## src/design/bsa_pkg.sv

```systemverilog
// Shared types and constants for the bitmap slot allocator.
// No dependencies; imported by bitmap_slot_allocator_unit and bsa_checker.
package bsa_pkg;

    localparam int WORD_BITS  = 32;
    localparam int WORD_SHIFT = 5;
    localparam int CAP_W      = 9;
    localparam int SLOT_W     = 8;
    localparam int STAT_W     = 3;
    localparam int REQ_W      = 2;

    // request kinds
    localparam logic [REQ_W-1:0] REQ_ALLOC    = 2'd0;
    localparam logic [REQ_W-1:0] REQ_FREE     = 2'd1;
    localparam logic [REQ_W-1:0] REQ_FREE_ALL = 2'd2;

    // result status codes
    localparam logic [STAT_W-1:0] ST_OK       = 3'd0;
    localparam logic [STAT_W-1:0] ST_FULL     = 3'd1;
    localparam logic [STAT_W-1:0] ST_NULL     = 3'd2;
    localparam logic [STAT_W-1:0] ST_RANGE    = 3'd3;
    localparam logic [STAT_W-1:0] ST_NOT_USED = 3'd4;

    // result item; status lands in the low bits when packed
    typedef struct packed {
        logic [CAP_W-1:0]  active;
        logic [SLOT_W-1:0] slot;
        logic [STAT_W-1:0] status;
    } t_result;

endpackage

```

## src/design/bitmap_slot_allocator_unit.sv

```systemverilog
// Bitmap slot allocator: used bitmap held in a 32-bit-word memory plus an active count.
// Allocate checks one bitmap word per cycle up to the first with a free slot; free reads, tests
// and clears the addressed bit; free-all and reject cases go straight to the result. One item at a time.
// Word scan through the single-read-port bitmap memory sets the allocate rate (up to 8 words at 256 slots).
// Reset (i_rst_n low, synchronous) clears the count, capacity and the per-word valid bits,
// so the whole bitmap reads as zero at once; no clearing pass is needed.
module bitmap_slot_allocator_unit
    import bsa_pkg::*;
#(
    parameter int SLOTS = 256
) (
    input  logic              i_clk,
    input  logic              i_rst_n,
    // configuration write: capacity
    input  logic              i_cfg_valid,
    output logic              o_cfg_ready,
    input  logic [CAP_W-1:0]  i_cfg_data,
    // request stream
    input  logic              i_s_tvalid,
    output logic              o_s_tready,
    input  logic [15:0]       i_s_tdata,   // [0] has_object, [8:1] slot_in, [15:9] zero
    input  logic [REQ_W-1:0]  i_s_tuser,   // [1:0] req_type
    // result stream
    output logic              o_m_tvalid,
    input  logic              i_m_tready,
    output logic [23:0]       o_m_tdata    // [2:0] status, [10:3] slot_out,
                                           // [19:11] active_after, [23:20] zero
);

    localparam int WORDS = (SLOTS + WORD_BITS - 1) / WORD_BITS;
    localparam int AW    = (WORDS > 1) ? $clog2(WORDS) : 1;

    // sequencer states
    localparam logic [1:0] S_IDLE = 2'd0;
    localparam logic [1:0] S_SCAN = 2'd1;  // allocate: one bitmap word per cycle
    localparam logic [1:0] S_FCHK = 2'd2;  // free: test and clear the addressed bit
    localparam logic [1:0] S_DONE = 2'd3;  // hand result to the output register

    // bitmap memory, one word per 32 slots; r_wvalid marks words written since clear
    logic [WORD_BITS-1:0] r_mem [WORDS];
    logic [WORDS-1:0]     r_wvalid, n_wvalid;
    logic [WORD_BITS-1:0] r_mem_q;
    logic                 r_mem_v;

    logic [1:0]           r_state, n_state;
    logic [CAP_W-1:0]     r_capacity;
    logic [CAP_W-1:0]     r_active, n_active;
    logic [AW-1:0]        r_daddr, n_daddr;   // word whose data is in r_mem_q
    logic [AW-1:0]        r_last, n_last;     // last word below capacity
    logic [WORD_SHIFT-1:0] r_bit, n_bit;      // bit to free
    t_result              r_res, n_res;
    t_result              r_out;
    logic                 r_out_valid;

    logic                 rd_en;
    logic [AW-1:0]        rd_addr;
    logic                 wr_en;
    logic [WORD_BITS-1:0] wr_data;

    logic [CAP_W-1:0]     eff_cap;
    logic [WORD_BITS-1:0] word;
    logic [WORD_BITS-1:0] in_range;
    logic [WORD_BITS-1:0] free_bits;
    logic                 found;
    logic [WORD_SHIFT-1:0] found_idx;
    logic                 has_obj;
    logic [SLOT_W-1:0]    slot_in;
    logic                 out_free;

    assign has_obj  = i_s_tdata[0];
    assign slot_in  = i_s_tdata[8:1];
    assign eff_cap  = (int'(r_capacity) > SLOTS) ? CAP_W'(SLOTS) : r_capacity;
    assign word     = r_mem_v ? r_mem_q : '0;
    assign out_free = !r_out_valid || i_m_tready;

    assign o_cfg_ready = 1'b1;
    assign o_s_tready  = (r_state == S_IDLE);
    assign o_m_tvalid  = r_out_valid;
    assign o_m_tdata   = {4'b0, r_out};

    // lowest free slot within capacity in the current word
    always_comb begin
        for (int b = 0; b < WORD_BITS; b++) begin
            in_range[b] = int'({r_daddr, WORD_SHIFT'(b)}) < int'(eff_cap);
        end
        free_bits = ~word & in_range;
        found     = 1'b0;
        found_idx = '0;
        for (int b = WORD_BITS - 1; b >= 0; b--) begin
            if (free_bits[b]) begin
                found     = 1'b1;
                found_idx = WORD_SHIFT'(b);
            end
        end
    end

    always_comb begin
        n_state  = r_state;
        n_active = r_active;
        n_daddr  = r_daddr;
        n_last   = r_last;
        n_bit    = r_bit;
        n_res    = r_res;
        n_wvalid = r_wvalid;
        rd_en    = 1'b0;
        rd_addr  = '0;
        wr_en    = 1'b0;
        wr_data  = '0;

        unique case (r_state)
            S_IDLE: begin
                if (i_s_tvalid) begin
                    n_res.status = ST_OK;
                    n_res.slot   = '0;
                    n_res.active = r_active;
                    n_state      = S_DONE;
                    unique case (i_s_tuser)
                        REQ_ALLOC: begin
                            if (r_active < eff_cap) begin
                                rd_en   = 1'b1;
                                rd_addr = '0;
                                n_daddr = '0;
                                n_last  = AW'((eff_cap - 1'b1) >> WORD_SHIFT);
                                n_state = S_SCAN;
                            end else begin
                                n_res.status = ST_FULL;
                            end
                        end
                        REQ_FREE: begin
                            if (!has_obj || r_active == '0) begin
                                n_res.status = ST_NULL;
                            end else if (CAP_W'(slot_in) >= eff_cap) begin
                                n_res.status = ST_RANGE;
                            end else begin
                                rd_en   = 1'b1;
                                rd_addr = AW'(slot_in >> WORD_SHIFT);
                                n_daddr = AW'(slot_in >> WORD_SHIFT);
                                n_bit   = slot_in[WORD_SHIFT-1:0];
                                n_state = S_FCHK;
                            end
                        end
                        REQ_FREE_ALL: begin
                            n_wvalid     = '0;
                            n_active     = '0;
                            n_res.active = '0;
                        end
                        default: ;  // unused kind: no operation
                    endcase
                end
            end
            S_SCAN: begin
                // prefetch the next word while this one is checked
                rd_en   = (r_daddr != r_last);
                rd_addr = r_daddr + 1'b1;
                if (found) begin
                    wr_en             = 1'b1;
                    wr_data           = word | (WORD_BITS'(1) << found_idx);
                    n_wvalid[r_daddr] = 1'b1;
                    n_active          = r_active + 1'b1;
                    n_res.active      = r_active + 1'b1;
                    n_res.slot        = SLOT_W'({r_daddr, found_idx});
                    n_state           = S_DONE;
                end else if (r_daddr == r_last) begin
                    n_res.status = ST_FULL;
                    n_state      = S_DONE;
                end else begin
                    n_daddr = rd_addr;
                end
            end
            S_FCHK: begin
                if (word[r_bit]) begin
                    wr_en             = 1'b1;
                    wr_data           = word & ~(WORD_BITS'(1) << r_bit);
                    n_wvalid[r_daddr] = 1'b1;
                    n_active          = r_active - 1'b1;
                    n_res.active      = r_active - 1'b1;
                end else begin
                    n_res.status = ST_NOT_USED;
                end
                n_state = S_DONE;
            end
            S_DONE: begin
                if (out_free) begin
                    n_state = S_IDLE;
                end
            end
            default: n_state = S_IDLE;
        endcase
    end

    // bitmap memory: one read port with registered data, one write port
    always_ff @(posedge i_clk) begin
        if (rd_en) begin
            r_mem_q <= r_mem[rd_addr];
            r_mem_v <= r_wvalid[rd_addr];
        end
        if (wr_en) begin
            r_mem[r_daddr] <= wr_data;
        end
    end

    always_ff @(posedge i_clk) begin
        if (!i_rst_n) begin
            r_state     <= S_IDLE;
            r_active    <= '0;
            r_capacity  <= '0;
            r_wvalid    <= '0;
            r_out_valid <= 1'b0;
        end else begin
            r_state  <= n_state;
            r_active <= n_active;
            r_wvalid <= n_wvalid;
            if (i_cfg_valid) begin
                r_capacity <= i_cfg_data;
            end
            if (r_state == S_DONE && out_free) begin
                r_out_valid <= 1'b1;
            end else if (i_m_tready) begin
                r_out_valid <= 1'b0;
            end
        end
    end

    always_ff @(posedge i_clk) begin
        r_daddr <= n_daddr;
        r_last  <= n_last;
        r_bit   <= n_bit;
        r_res   <= n_res;
        if (r_state == S_DONE && out_free) begin
            r_out <= r_res;
        end
    end

endmodule

```

## config.mk

```make
export PLATFORM = sky130hd
export DESIGN_NAME = bitmap_slot_allocator_unit
export DESIGN_NICKNAME = d
export VERILOG_FILES = /design/src/design/bsa_pkg.sv /design/src/design/bitmap_slot_allocator_unit.sv
export SDC_FILE = /design/constraint.sdc
export NUM_CORES = 1
export LEC_CHECK = 0
export BUFFER_PORTS_ARGS = -buffer_cell sky130_fd_sc_hd__buf_2
export CAP_MARGIN = 20
export CELL_PAD_IN_SITES_DETAIL_PLACEMENT = 0
export CELL_PAD_IN_SITES_GLOBAL_PLACEMENT = 2
export CORE_UTILIZATION = 46
export CTS_BUF_LIST = sky130_fd_sc_hd__clkbuf_4
export DETAILED_ROUTE_END_ITERATION = 7
export GPL_TIMING_DRIVEN = 0
export PLACE_DENSITY = 0.79
export SLEW_MARGIN = 20
export SYNTH_ARGS = -nofsm -noshare
export SYNTH_HDL_FRONTEND = slang
export SYNTH_SLANG_ARGS = --single-unit
```

## constraint.sdc

```tcl
create_clock -name i_clk -period 6.79 [get_ports i_clk]
set_clock_uncertainty 0.1 [all_clocks]
set_input_delay 1.358 -clock i_clk [delete_from_list [all_inputs] [get_ports i_clk]]
set_output_delay 1.358 -clock i_clk [all_outputs]
set_load 0.02 [all_outputs]
```

; ---- Word-level counts from Yosys, hierarchy flattened
; Memory sizes are Yosys's and may differ from the RTL's. A register that Yosys moved wholly into a read port is not among the register bits.
; Cells that the tools add are included.
; W data, S select, Z words.
[word_totals]
regBits = 81
ramBits = 256
in_bits = 32
output_inout_bits = 27
elab_cells = 242
memories = 1
[op_classes]
n_addsub = 4
n_lt_le_gt_ge = 39
n_eq_ne = 21
shifts = 2
n_mux = 132
bitwise_logic = 8
n_reduce_logical = 20
[memory_table]
columns = name, depth, width, read_ports, rd_ports_with_merged_regs, write_ports, line_no
row1 = r_mem, 8, 32, 1, 1, 1, bitmap_slot_allocator_unit.sv:40  ; logic [WORD_BITS-1:0] r_mem [WORDS];
[ops]
columns = cell, n
row1 = $lt A8 B9 Y1, 32
row2 = $mux W5, 32
row3 = $mux W32, 3
row4 = $and A32 B32 Y32, 2
row5 = $not A32 Y32, 2
row6 = $pmux W32 S2, 1
row7 = $shl A1 B5 Y32 const A, 2
row8 = $pmux W9 S3, 2
row9 = $mux W1, 48
row10 = $mux W9, 5
row11 = $mux W3, 13
row12 = $mux W8, 4
row13 = $or A32 B32 Y32, 1
row14 = $pmux W8 S3, 1
row15 = $mux W20, 1
row16 = $pmux W3 S2, 3
row17 = $mux W17, 1
row18 = $ne A2 B2 Y1 const B, 8
row19 = $pmux W8 S2, 1
row20 = $reduce_and A5 Y1, 3
row21 = $mux W2, 7
row22 = $ne A3 B3 Y1 const B, 4
row23 = $add A9 B1 Y9 const B, 1
row24 = $ge A8 B9 Y1, 1
row25 = 33 further kinds, 48

; ---- Longest topological paths before layout
[depth]
word_depth = 40
ltp_mapped = 20
depth_no_buf = 13

; ---- Least setup slack after synthesis
; Ideal clock, no wire load.
[synth_path]
path_type = reg-to-reg
startpoint = register r_capacity[8]
endpoint = memory r_mem[2][0], enable pin
setup_ns = 0.461
arrival_time_ns = 5.434
t_required_ns = 6.229
setup_slack_ns = 0.795
stages_incl_launch_ff = 17
path_buffers = 4
period_less_slack_ns = 5.995
path_cell_list = dfxtp_1 -> buf_2 -> buf_4 -> clkinv_1 -> nand2_1 -> ha_1 -> a211oi_2 -> or3_4 -> buf_6 -> nand4_1 -> and3_1 -> and4_1 -> and3_1 -> buf_4 -> o21ai_0 -> nand3_1 -> nor3_1
[synth_between]
elab_chain_cells = 40
word_cells_on_any_way = 71
classes_between = order compare (33) / mux (37) / bitwise (1)
[synth_rtl]
columns = element, line_no
row1 = start: declaration, bitmap_slot_allocator_unit.sv:46  ; logic [CAP_W-1:0] r_capacity;
row2 = start signal: assignment, bitmap_slot_allocator_unit.sv:214  ; r_capacity <= i_cfg_data;
row3 = $gt A9 B9 Y1, bitmap_slot_allocator_unit.sv:72  ; assign eff_cap = (int'(r_capacity) > SLOTS) ? CAP_W'(SLOTS) : r_capacity;
row4 = $mux W9 *, bitmap_slot_allocator_unit.sv:72
row5 = $lt A8 B9 Y1, bitmap_slot_allocator_unit.sv:84  ; in_range[b] = int'({r_daddr, WORD_SHIFT'(b)}) < int'(eff_cap);
row6 = $and A32 B32 Y32 *, bitmap_slot_allocator_unit.sv:86  ; free_bits = ~word & in_range;
row7 = $mux W1 (31 in a row), bitmap_slot_allocator_unit.sv:90  ; if (free_bits[b]) begin
row8 = $mux W1 *, bitmap_slot_allocator_unit.sv:90
row9 = $mux W1 *, bitmap_slot_allocator_unit.sv:155  ; if (found) begin
row10 = $pmux W1 S2 *, bitmap_slot_allocator_unit.sv:110  ; unique case (r_state)
row11 = $mux W1 *, bitmap_slot_allocator_unit.sv:197  ; if (wr_en) begin
row12 = $mux W1 (not written as such) *, bitmap_slot_allocator_unit.sv:198  ; r_mem[r_daddr] <= wr_data;
row13 = end: declaration, bitmap_slot_allocator_unit.sv:40
; Every way passes the cells marked *; elsewhere a longest branch is shown, timed or not.

; ---- Worst setup path in the final report
[layout_path]
startpoint = register r_capacity[8]
endpoint = memory r_mem[2][25], enable pin
; The elaborated chain is that of the path after synthesis.

==> results.cfg <==
[logic_synthesis]
yosysWarnings = 0
synth-edff-count = 340
avgSynthCellArea_um2 = 13.38
synth_largest_area_cell = edfxtp_1
synth.cell_area_um2 = 18010
syn_inst = 1346
synth_ff_type = edfxtp_1
yosys.cell_types.count = 97
async_flop_share_pct = 0
synth-seq-cells = 369
yosysSeqAreaShare_pct = 59.90
synth_top_area_share_pct = 56.67
synth_area_leaders = edfxtp_1 57%, mux2i_1 12%, dfxtp_1 3.2%

[floorplan]
initial_utilization_pct = 46.61
fp.dieH_um = 199.9
rows = 72
pin_count = 59
core-area_um2 = 38650
dieArea_um2 = 39960
die_w_um = 199.9

[grt]
top_usage_layer = met2
grt_pass1_wl_um = 74000
track_usage_pct = 25.80
grt_remaining_overflow = 0
grt.met1_usage_pct = 36.39
use_met2_pct = 40.72
grtUsageMet3_pct = 4.284
grt_pass1_vias = 11711
grt_max_degree = 29
antenna_found_initial = 2

[sta]
rsz0062_at_grt = no
slew_violations = 0
worstMarginPinSlew_ns = 0.9681
finalHoldViolCount = 0
fmax_ghz = 0.1578
finalSetupViolations = 0
period_minus_slack_ns = 6.337
fin_tns_setup_ns = 0
finalCritPeriodShare_pct = 93.32
relSlewSlack_pct = 35.46

[layout]
areaGrowthSynthToFinish_pct = 13.29
drive_above_1_share_pct = 21.40
nets = 1575
fin_cells = 2103
fillers = 3360
fin_area_um2 = 20410

[worst_setup_path]
r2r_cells = 20
critPathMaxFanout = 10
reg2reg_from = r_capacity[8]$_SDFFE_PN0P_
path_class = reg2reg
r2r_slack_ns = 0.45
r2r_end = r_mem[2][25]$_DFFE_PP_
crit_path_start_kind = flop
critical_path_arrival_ns = 6.73
setup.worst_path.end_class = flop
required_ns = 7.19

[place]
numPortBuffers = 45
dp_hpwl_um = 36430
gp_congestion = 0.9093
dp_cells = 1929
post_dp_cell_area_um2 = 19210

[clock_tree]
cts_resized = 0
cts.sinks = 369
tritoncts = yes
cts-hold-fix-buffers = 0
clk_pin_slew_ns = 0.07
cts_made_buffers = 95
clock_latency_ns = 0.80
post_cts_buffers = 0
htreeDepth = 3
cts_buffer_depth = 3
cts_root_buf = clkbuf_4

[routing]
via_per_inst = 5.727
dr_total_vias = 12044
drc = 0
postRouteAntennaNets = 0
firstDrtPassIters = 6
drt_iter0_markers = 1070
totalWireLength_um = 50140
wire_per_inst_um = 23.84

[min_path]
holdPathStages = 0
hold_end = o_m_tdata[17]$_DFFE_PP_
min_from = r_res[17]$_DFFE_PP_
min-delay-path-class = reg2reg

[power]
power_density_nw_per_um2 = 429.7
power.total_mw = 8.771
irDropWorstVdd_uv = 229.5
p_leak_nw = 8.199

[flow_run]
cap_violations = 0

[outcome]
status = completed
[layout make-up]
cell class | instances | area, um^2 | share of cell area [%]
Sequential cell | 369 | 10790 | 52.87
Multi-Input combinational cell | 878 | 6797 | 33.30
Clock buffer | 121 | 908.4 | 4.451
Tap cell | 518 | 648.1 | 3.176
Timing Repair Buffer | 63 | 479.2 | 2.348
Buffer | 84 | 435.4 | 2.133
Clock inverter | 51 | 281.5 | 1.379
Inverter | 18 | 67.56 | 0.3310
Antenna cell | 1 | 2.502 | 0.01226
[cells by family (layout without fill, tap and decap cells)]
| group | after synthesis | count (layout) | share of synthesized area (%) |
|---|---|---|---|
| other | 2 | 6 | 0.04169 |
| AO/OA/AOI/OAI | 245 | 245 | 9.550 |
| AND/OR/NAND/NOR | 329 | 329 | 9.745 |
| XOR/XNOR | 12 | 12 | 0.5834 |
| multiplexers | 253 | 253 | 14.99 |
| adder cells (fa/ha/maj) | 34 | 34 | 2.403 |
| buffers and inverters | 102 | 337 | 2.792 |
| flip-flops | 369 | 369 | 59.90 |
[where the power goes]
group | switching (mW) | internal [mW]
combinational | 2.33 | 1.31
sequential | 0.249 | 3.03
clock | 0.916 | 0.928
total | 3.50 | 5.28
[worst max-delay path by stage]
stage,from,cells past startpoint,endpoint
finish,r_capacity[8]$_SDFFE_PN0P_,20,r_mem[2][25]$_DFFE_PP_
global placement,r_capacity[8]$_SDFFE_PN0P_,16,r_mem[2][28]$_DFFE_PP_
global route,r_capacity[8]$_SDFFE_PN0P_,19,r_mem[2][24]$_DFFE_PP_
floorplan,r_capacity[8]$_SDFFE_PN0P_,16,r_mem[2][0]$_DFFE_PP_
detailed placement,r_capacity[8]$_SDFFE_PN0P_,19,r_mem[2][28]$_DFFE_PP_
CTS,r_capacity[8]$_SDFFE_PN0P_,19,r_mem[2][24]$_DFFE_PP_
[cells in the final DEF, fill, tap and decap left out, types with 28 or more instances in the layout]
cell type	synthesis	layout
clkbuf_1	28	28
nand3_1	40	40
a21oi_1	44	44
clkbuf_4	0	121
mux2i_1	209	209
ha_1	33	33
mux2_2	34	34
nand2_1	100	100
nor2_1	50	44
o21ai_0	56	56
buf_2	32	78
edfxtp_1	340	340
dfxtp_1	29	29
clkinv_1	1	35
[cell usage after synthesis, types with 6 or more instances]
cell type  count
nand4_1       11
buf_2         32
and3_1        13
o21ai_0       56
dfxtp_1       29
a211oi_1      23
o211ai_1       8
a31oi_1        8
mux4_2        10
ha_1          33
mux2i_1      209
nor2b_1       24
xnor2_1       10
nand2_1      100
buf_4         13
and2_1         9
a21o_1        13
mux2_2        34
a22oi_1        9
nand3_1       40
nor2_1        50
inv_1         16
clkbuf_1      28
buf_1          6
nand3b_1       6
a21oi_1       44
nor3_1        14
o22ai_1       10
nand2b_1      11
edfxtp_1     340
[layer usage]
layer	share of wire (%)	up-vias
met1	46	5943
met5	0	-
met3	5.8	75
met2	46	416
met4	2.1	0
li1	-	5610
[sequential cells by signal, indices dropped and copies added (netlist names)]
signal and flops:
r_mem_q 32, r_res 20, o_m_tdata 20, r_capacity 9, o_m_tvalid 1, r_daddr 3, r_last 3, r_wvalid 8
r_bit 5, r_state 2, r_mem_v 1, r_active 9, r_mem 256
[worst max-delay path: stages, from the launching register on]
cell and delay, ns:
dfxtp_1 0.33, buf_2 0.21, buf_4 0.21, clkinv_1 0.31, nand2_1 0.34, ha_1 0.39
a211oi_2 0.50, or3_4 0.23, buf_6 0.16, nand4_1 0.21, and3_1 0.26, and4_1 0.24
and3_1 0.16, buf_4 0.17, o21ai_0 0.37, nand3_1 0.38, nor3_2 0.63, buf_4 0.28
buf_4 0.19, buf_6 0.15, buf_4 0.20
[stage by stage]
step           util, %  hold slack, ns  worst slack (ns)
6_report         52.81          0.3224            0.4533
5_1_grt          52.81          0.3300           0.05299
4_1_cts          52.79          0.3198            0.4478
3_5_place_dp     49.71          0.3054            0.5019
3_3_place_gp     48.90          0.3063            -2.817
2_1_floorplan        -          0.3003            0.7947
No activity file was read; power rests on OpenSTA's default activity.
